File: config.mk
export PLATFORM = sky130hd
export DESIGN_NAME = grt_cell
export DESIGN_NICKNAME = d
export VERILOG_FILES = /design/src/rtl/grt_pkg.sv /design/src/rtl/grt_cell.sv
export SDC_FILE = /design/constraint.sdc
export NUM_CORES = 1
export LEC_CHECK = 0
export BUFFER_PORTS_ARGS = -buffer_cell sky130_fd_sc_hd__buf_4
export CAP_MARGIN = 30
export CORE_MARGIN = 2
export CORE_UTILIZATION = 58
export DETAILED_ROUTE_END_ITERATION = 10
export GPL_TIMING_DRIVEN = 0
export PLACE_DENSITY = 0.85
export SYNTH_ARGS = -nofsm -noshare
export SYNTH_HDL_FRONTEND = slang
export SYNTH_SLANG_ARGS = --single-unit
File: constraint.sdc
create_clock -name clk -period 7.9 [get_ports clk]
set_input_delay 1.185 -clock clk [delete_from_list [all_inputs] [get_ports clk]]
set_output_delay 1.185 -clock clk [all_outputs]
set_load 0.05 [all_outputs]
File: src/rtl/grt_pkg.sv
package grt_pkg;

  localparam int GAP_BITS      = 16;
  localparam int REQ_TIME_BITS = 16;
  localparam int COUNT_BITS    = 7;
  localparam int STATUS_BITS   = 2;
  localparam int CFG_DATA_BITS = 32;
  localparam int CFG_ADDR_BITS = 3;
  localparam int LANES         = 8;
  localparam int LANE_CNT_BITS = 4;

  localparam logic [GAP_BITS-1:0] MIN_GAP_RESET = 16'd3;

  typedef enum logic [STATUS_BITS-1:0] {
    STATUS_OK       = 2'd0,
    STATUS_CONFLICT = 2'd1,
    STATUS_FULL     = 2'd2
  } status_t;

  typedef enum logic {
    REQ_RESERVE = 1'b0,
    REQ_COUNT   = 1'b1
  } req_type_t;

  // register index as seen in the word address
  typedef enum logic {
    REG_MIN_GAP = 1'b0,
    REG_NONE    = 1'b1
  } reg_index_t;

  typedef logic [COUNT_BITS-1:0] count_t;

  typedef struct packed {
    logic le;
    logic near;
  } cell_flags_t;

  function automatic logic [LANE_CNT_BITS-1:0] popcount_lanes(input logic [LANES-1:0] v);
    logic [LANE_CNT_BITS-1:0] acc;
    acc = '0;
    for (int k = 0; k < LANES; k++) begin
      acc = acc + LANE_CNT_BITS'(v[k]);
    end
    return acc;
  endfunction

endpackage

File: src/rtl/grt_cell.sv
module grt_cell #(
  parameter int TIME_BITS = 16
) (
  input  logic                          clk,
  input  logic                          shift_en,
  input  logic [TIME_BITS-1:0]          time_in,
  output logic [TIME_BITS-1:0]          time_out,
  input  logic [TIME_BITS-1:0]          req_time,
  input  logic [grt_pkg::GAP_BITS-1:0]  min_gap,
  input  logic                          occupied,
  output grt_pkg::cell_flags_t          flags
);
  import grt_pkg::*;

  localparam int DW = (TIME_BITS > GAP_BITS) ? TIME_BITS : GAP_BITS;

  logic [TIME_BITS-1:0] time_r;
  logic [TIME_BITS-1:0] delta;

  // insertion moves every stored time one cell along the chain
  always_ff @(posedge clk) begin
    if (shift_en) begin
      time_r <= time_in;
    end
  end

  assign time_out = time_r;

  always_comb begin
    delta      = (time_r >= req_time) ? (time_r - req_time) : (req_time - time_r);
    flags.le   = occupied && (time_r <= req_time);
    flags.near = occupied && (DW'(delta) <= DW'(min_gap));
  end

endmodule

==> results by group <==
Worst setup path
  – WP data required: 6.71 ns
  – Slowest cell on crit path: ha_1
  – Startpoint types: input pin
  – Worst path depth: 19
  – Arrival time worst endpoint: 4.73 ns
  – WP buf/inv: 4
  – Crit Path Class: in -> out
  – Slowest stage delay, CP: 0.28 ns
  – Cells along the critical path: buf_4 > ha_1 > buf_6 > a211o_1 > a21oi_1 > o21ai_1 > a21bo_2 > nor2_8 > buf_8 > mux2i_1 > xnor2_1 > ha_1 > a21o_1 > a21o_1 > a21oi_1 > o21ai_0 > a21oi_1 > o21a_1 > buf_4
  – CP most frequent cell: a21oi_1
  – CP max FO: 10
  – Crit-path leading delay family: compound AO/OA/AOI/OAI gates
  – Crit. End Element: output port

Floorplan
  – Die ar.: 4730 um2
  – Die Wd: 68.8 um
  – Rows: 23
  – CORE AREA: 4030 um2
  – Io pins: 69
  – Die Height: 68.8 um
  – Initial Util: 60.4%

Global route
  – Initial antenna violation count: 0
  – Global-route wire length before repair: 8480 um
  – Largest net degree at the start of global routing: 17
  – Total grt overflow: 0
  – Vias in the first global route: 2,098
  – Gr usage total: 23.3%

Layout
  – Final Net Count: 456
  – Share of cells above drive strength 1: 24.6%
  – Area occupied by multi-input gates: 1690 um2
  – Design area: 3050 um2
  – Antenna Cells: 0
  – Final Util: 75.7%
  – Number of flip-flops in the largest register: 16
  – Area Overhead vs Synth: 25.2%
  – Register area: 480 um2
  – Fill count: 334

Routing
  – Vias/cell: 5.47
  – Avg WL per Cell: 12.8 um
  – Final wirelength: 5190 um
  – 1st-iter DRT viols: 90
  – 1st-pass router iterations: 4
  – Via count: 2,210
  – # DRC: 0
  – Antenna Nets Post-Route: 0

Logic synthesis
  – Synthesized area: 2430 um2
  – EDFF count, synth: 16
  – Area leader, netlist: ha_1
  – Mapped Avg Cell Area: 8.60 um2
  – Most common cell in the synthesized netlist: inv_1
  – Top FF cell, synth: edfxtp_1
  – Synth top area cells: ha_1, edfxtp_1, inv_1
  – Largest family of logic cells by synthesized area: adder cells
  – Syn Inst Count: 283
  – Compound-Gate Fraction of Synth Area: 22.1%
  – Adder-Cell Fraction of Synth Area: 25.8%
  – Synth warn: 0
  – Multiplexer share of the synthesized area: 5.40%
  – Yosys cell types: 43
  – Post-Synth XOR/XNOR Area: 5.04%
  – Asr flop ratio synth: 0%
  – Sequential share of the synthesized area: 19.7%
  – Yosys top cell area share: 24.2%
  – Mapped Nets: 383
  – Simple-Gate Fraction of Synth Area: 11.0%
  – FF+latch count, synth: 16
  – Post-synth top cells: inv_1, ha_1, a21oi_1

Placement
  – RD Place Congestion: 0.919
  – HPWL Detailed: 4420 um
  – IO buf count: 68
  – Placed Instance Area: 3010 um2

Hold path
  – Hold path cells: 1
  – Worst min path class: in -> reg

Clock network
  – Root Buffer: clkbuf_8
  – # hold bufs at CTS: 0
  – # H-tree levels: 1
  – CTS sink cnt: 16
  – Post-CTS setup buffer count: 0
  – Maximum clock path buffer count: 2
  – Post-CTS Resized: 0
  – CTS Buf Count: 3
  – CTS tree: yes
  – Clock transition at path regs: 0.06 ns

STA
  – Rel. slew slack: 67.3%
  – Final setup vio count: 0
  – RSZ-0062 raised after global routing: false
  – Hold Fails Final Rpt: 0
  – Final setup TNS: 0 ns
  – Hold_ws: 1.11 ns
  – Slew Viols, Final: 0
  – Fin crit period: 5.91 ns
  – Fin crit share: 74.8%
  – Fmax: 169 MHz
  – Worst-Margin Slew: 0.487 ns

Power
  – Worst vdd ir: 0.132 mV
  – Total power: 0.453 mW
  – Pwr/cell area: 149 nW/um2
  – Leak: 1.66 nW

Run
  – Max Cap Violations: 0

Status
  – Status: completed
[final timing paths]
kind                  slack, ns               endpoint   startpoint
worst max-delay path       1.99               flags[0]  req_time[5]
worst min-delay path       1.11  time_out[4]$_DFFE_PP_   time_in[4]
[per-stage QoR]
step,setup WS [ns],std cells
2_1_floorplan,2.39,283
3_3_place_gp,2.09,401
3_5_place_dp,2.04,401
4_1_cts,2.02,404
5_1_grt,1.76,404
6_report,1.99,404
[cells by family (layout without fill, tap and decap cells)]
group           Yosys count  count (layout)
compound gates           84              84
buf+inv                  63             134
fa+ha+maj                49              49
simple gates             44              44
flops                    16              16
xor+xnor                 14              14
mux                      13              13
[routing by layer]
metal	global-route usage (%)	vias to the layer above	share of wire, %
li1	-	1137	-
met1	30.4	991	48
met2	40.1	75	45
met3	1.95	7	5.3
met4	8.33	0	1.3
met5	0	-	0
[placed cells by master, fill, tap and decap left out, types with 3 or more instances in the layout]
| master | instances |
|---|---|
| xor2_1 | 5 |
| inv_1 | 54 |
| clkbuf_8 | 3 |
| nand4_1 | 10 |
| buf_2 | 7 |
| xnor2_1 | 9 |
| o21bai_1 | 3 |
| a21o_1 | 13 |
| a211o_1 | 3 |
| o21a_1 | 5 |
| o21ai_0 | 16 |
| nand2_1 | 5 |
| o31ai_1 | 5 |
| buf_4 | 68 |
| nor2b_1 | 4 |
| a21oi_1 | 26 |
| ha_1 | 47 |
| nor2_1 | 11 |
| mux2i_1 | 12 |
| edfxtp_1 | 16 |
[report_power, final]
part	total (mW)	switching, mW	internal (mW)
Sequential	0.107	0.00578	0.101
Combinational	0.288	0.160	0.128
Clock	0.0579	0.0242	0.0337
Total	0.453	0.190	0.263
[layout make-up]
type,instances,area share [%]
Sequential cell,16,15.8
Inverter,54,6.65
Multi-Input combinational cell,204,55.4
Clock buffer,3,1.35
Timing Repair Buffer,68,16.7
Buffer,9,2.01
Tap cell,50,2.05
Power figures use the tool's default switching activity.
