==> src/rtl/grt_pkg.sv <==
package grt_pkg;

  localparam int GAP_BITS      = 16;
  localparam int REQ_TIME_BITS = 16;
  localparam int COUNT_BITS    = 7;
  localparam int STATUS_BITS   = 2;
  localparam int CFG_DATA_BITS = 32;
  localparam int CFG_ADDR_BITS = 3;
  localparam int LANES         = 8;
  localparam int LANE_CNT_BITS = 4;

  localparam logic [GAP_BITS-1:0] MIN_GAP_RESET = 16'd3;

  typedef enum logic [STATUS_BITS-1:0] {
    STATUS_OK       = 2'd0,
    STATUS_CONFLICT = 2'd1,
    STATUS_FULL     = 2'd2
  } status_t;

  typedef enum logic {
    REQ_RESERVE = 1'b0,
    REQ_COUNT   = 1'b1
  } req_type_t;

  // register index as seen in the word address
  typedef enum logic {
    REG_MIN_GAP = 1'b0,
    REG_NONE    = 1'b1
  } reg_index_t;

  typedef logic [COUNT_BITS-1:0] count_t;

  typedef struct packed {
    logic le;
    logic near;
  } cell_flags_t;

  function automatic logic [LANE_CNT_BITS-1:0] popcount_lanes(input logic [LANES-1:0] v);
    logic [LANE_CNT_BITS-1:0] acc;
    acc = '0;
    for (int k = 0; k < LANES; k++) begin
      acc = acc + LANE_CNT_BITS'(v[k]);
    end
    return acc;
  endfunction

endpackage

==> src/rtl/grt_scan.sv <==
module grt_scan #(
  parameter int PAD = 64
) (
  input  logic             clk,
  input  logic             load,
  input  logic             step,
  input  logic [PAD-1:0]   le_in,
  input  logic [PAD-1:0]   near_in,
  output grt_pkg::count_t  count_nxt,
  output logic             conflict_nxt
);
  import grt_pkg::*;

  logic [PAD-1:0] le_r;
  logic [PAD-1:0] near_r;
  count_t         count_r;
  logic           conflict_r;

  // running totals including the chunk at the bottom of the flag line
  assign count_nxt    = count_r + COUNT_BITS'(popcount_lanes(le_r[LANES-1:0]));
  assign conflict_nxt = conflict_r | (|near_r[LANES-1:0]);

  always_ff @(posedge clk) begin
    if (load) begin
      le_r       <= le_in;
      near_r     <= near_in;
      count_r    <= '0;
      conflict_r <= 1'b0;
    end else if (step) begin
      le_r       <= le_r >> LANES;
      near_r     <= near_r >> LANES;
      count_r    <= count_nxt;
      conflict_r <= conflict_nxt;
    end
  end

endmodule

==> config.mk <==
export PLATFORM = sky130hd
export DESIGN_NAME = grt_scan
export DESIGN_NICKNAME = d
export VERILOG_FILES = /design/src/rtl/grt_pkg.sv /design/src/rtl/grt_scan.sv
export SDC_FILE = /design/constraint.sdc
export NUM_CORES = 1
export LEC_CHECK = 0
export ABC_CLOCK_PERIOD_IN_PS = 4500
export BUFFER_PORTS_ARGS = -buffer_cell sky130_fd_sc_hd__buf_2
export CORE_MARGIN = 5
export CORE_UTILIZATION = 54
export CTS_CLUSTER_SIZE = 8
export DETAILED_ROUTE_END_ITERATION = 8
export PLACE_DENSITY = 0.78
export REMOVE_ABC_BUFFERS = 1
export SLEW_MARGIN = 25
export SYNTH_ARGS = -nofsm -noshare
export SYNTH_HDL_FRONTEND = slang
export SYNTH_SLANG_ARGS = --single-unit
==> constraint.sdc <==
create_clock -name clk -period 4.5 [get_ports clk]
set_input_delay 0.9 -clock clk [delete_from_list [all_inputs] [get_ports clk]]
set_output_delay 0.9 -clock clk [all_outputs]
set_load 0.02 [all_outputs]
==> summary.txt <==
Hold Path Sink = conflict_r
sequential fraction of the synthesis area = 66.8%
mux share of post-synthesis cell area = 21.5%
Via Count = 3370
placed instance count = 617
Worst Tran Pin Value = 0.656 ns
Die Y = 115 um
antenna cell count = 0
Critical Path, Cell by Cell = fa_1, inv_1, fa_1, fa_1, inv_1, fa_2, fa_2, a21o_2, a21oi_2, xnor2_1, buf_4
clk slew on worst S/H paths = 0.05 ns
first-pass GRT wire length = 17.0 mm
Post-Layout Cell Count = 654
H-Tree Depth = 4
maximum VDD drop = 678 uV
Finish-stage setup viols = 5
ANT nets after route = 0
Nets = 644
layout cell share with drive strength beyond 1 = 58.8%
Max Cap Viol = 0
router iterations before antenna repair = 4
Clk Latency, worst-skew pair = 0.52 ns
largest family of logic cells by synthesized area = multiplexers
Sink Count = 136
GRT Util Overall = 17.0%
Pwr Density = 520 nW/um2
#FFs+latches synth = 136
Max-slew headroom = 56.2%
DR WL/cell = 16.4 um
LEAKAGE = 3.01 nW
Setup TNS Final = -0.937 ns
Synth async-reset ratio = 0%
Slew Limit Fails = 0
violated checks = setup timing
Residual DRC = 0
CP max-delay cell = fa_1
cts hold-fix bufs = 0
Min-Delay Path Depth = 1
core area = 10800 um2
startpoint types = flop
Reg-to-Reg Start = le_r[0]
Hold Vio Cnt, Final = 0
number of port buffers = 138
Critical Path Fanout Max = 3
power share of the combinational group = 23.9%
root buffer cell = clkbuf_8
vias in the first global route = 3523
internal power = 2.94 mW
post-synthesis cell area = 5990 um2
Sw Ratio = 25.1%
hpwl dp = 7.01 mm
routed vias/inst = 5.15
EDFF count, synth = 128
Synth Area in Adders = 2.92%
Distinct cells, synth = 35
clock tree buffer depth = 2
Max Clk Rate = 208 MHz
fin crit period = 4.80 ns
Net Sw Power = 0.983 mW
Worst R2R End = count_r[5]
final WL = 10.7 mm
Synth Area in Compound Gates = 2.23%
Worst setup EP type = output pin
Initial Utilization = 55.3%
Worst Clk Skew = 0.00482 ns
delay-heaviest family, CP = adder cells
Worst path depth = 11
area grow syn2layout = 25.9%
run status = finished, violations left
register-to-register setup slack = 0.71 ns
Synth Flop Type = edfxtp_1
antenna violations before repair = 0
XOR/XNOR Fraction of Synth Area = 0.585%
Die Wd = 115 um
Mapped Avg Cell Area = 17.0 um2
post-route setup slack = -0.299 ns
classification of the worst setup path = flop to output pin
WP buf/inv = 3
clock share of power = 35.4%
hold crit path type = flop to flop
final period utilization = 107%
die area = 13300 um2
critical path's largest stage delay = 0.54 ns
# IOs = 139
CTS tree = built
hold_sp = conflict_r
Top cell by count, worst path = fa_1
worst-case reg-to-reg path depth = 12
simple-gate area share of the yosys netlist = 3.76%
RSZ-0062 raised after global routing = yes
largest net degree at the start of global routing = 140
global route overflow = 0
routability cong. = 0.867
Fill cells = 731
part of the power in registers = 40.7%
Post-Syn Instances = 352
Starting DRT DRC Count = 217
Std-Cell Rows = 38
Req. time, crit path = 3.60 ns
Ys Warns = 0
Arr. time, crit path = 3.90 ns
CTS buffer count = 17
Fin Hold WS = 0.474 ns
## final cells by class
| type | instances | area [um2] | share of cell area, % |
|---|---|---|---|
| clock buffer | 18 | 418 | 5.54 |
| clock inverter | 13 | 179 | 2.37 |
| inverter | 12 | 45.0 | 0.597 |
| multi-input combinational | 187 | 1900 | 25.2 |
| tap | 140 | 175 | 2.32 |
| sequential | 136 | 4000 | 53.1 |
| timing repair buffer | 148 | 820 | 10.9 |
## power groups by stage
stage / combinational, mW / sequential (mW) / clock [mW]
after floorplan: 0.486 / 1.61 / 0
after global placement: 0.663 / 1.61 / 0
after detailed placement: 0.693 / 1.62 / 0
after CTS: 0.793 / 1.60 / 1.42
after global routing: 1.01 / 1.61 / 1.48
final: 0.938 / 1.60 / 1.39
## per-stage QoR
stage,area (um2),util (%),power [mW],setup WS (ns)
detailed placement,6840,63.1,2.32,0.0302
floorplan,5910,-,2.10,0.0945
finish,7540,69.6,3.92,-0.299
global placement,6840,63.1,2.28,0.0989
global route,7540,69.6,4.10,-0.403
CTS,7480,69.0,3.81,-0.361
## routing by layer
layer | GRT usage (%) | up-vias | wire [um]
met5 | 0 | - | 0
met4 | 6.89 | 0 | 162
met3 | 7.68 | 21 | 880
met2 | 28.4 | 92 | 5610
met1 | 19.1 | 1614 | 4070
li1 | - | 1643 | -
## cell usage after synthesis (2+ instances only)
master,instances,area share (%)
edfxtp_1,128,64
clkbuf_1,2,0.13
o21ai_0,3,0.25
xnor2_1,2,0.29
mux2_2,112,21
dfxtp_1,8,2.7
buf_2,15,1.3
mux2i_1,3,0.50
ha_1,6,1.3
nor2_1,8,0.50
and2_1,16,1.7
nand3b_1,2,0.25
fa_1,5,1.7
a21oi_1,6,0.50
a211oi_2,2,0.42
inv_1,12,0.75
nor4_1,2,0.21
xor2_1,2,0.29
nor3_1,2,0.17
## placed cells by master, fill, tap and decap left out, types with 2 or more instances in the layout
cell type and instances:
buf_2 131, edfxtp_1 128, mux2_2 112, and2_1 16, clkbuf_16 16, inv_1 12, buf_4 12, dfxtp_1 8
nor2_1 7, ha_1 6, a21oi_1 4, bufinv_16 4, mux2i_1 3, o21ai_0 3, fa_1 3, clkinvlp_4 3
clkinv_2 3, buf_6 3, a21oi_2 2, xnor2_1 2, nor4_1 2, nand3b_1 2, fa_2 2, buf_12 2
## sequential cells by signal, summed over array words and instances, names as in the netlist
name	cells
conflict_r	1
count_r	7
le_r	64
near_r	64
## worst register-to-register path, cell delays in order (launching register included)
cell	delay, ns
edfxtp_1	0.40
fa_1	0.54
inv_1	0.05
fa_1	0.46
fa_1	0.49
inv_1	0.05
fa_2	0.35
buf_4	0.15
buf_6	0.12
a211oi_4	0.31
buf_4	0.18
nor3_1	0.05
or4b_1	0.52
## what timing repair did
action	in CTS	in global routing
endpoints found under the setup margin	6	6
gates cloned	0	0
pin swaps	6	6
resized for setup	10	9
buffers inserted	2	5
## cells by family after synthesis
kind of cell               after synthesis
muxes                                  115
and+or+nand+nor                         38
adders and majority gates               11
buffers and inverters                   29
xor gates and xnor gates                 4
DFF                                    136
AOI/OAI and AO/OA                       19
## worst max path at each step
stage	startpoint	endpoint	slack, ns
global placement	le_r[0]	count_nxt[6]	0.1
CTS	le_r[0]	count_nxt[6]	-0.36
finish	le_r[0]	count_nxt[4]	-0.30
floorplan	le_r[0]	count_nxt[6]	0.09
detailed placement	le_r[0]	count_nxt[6]	0.03
global route	le_r[0]	count_nxt[4]	-0.40
(Power assumes the default switching activity.)
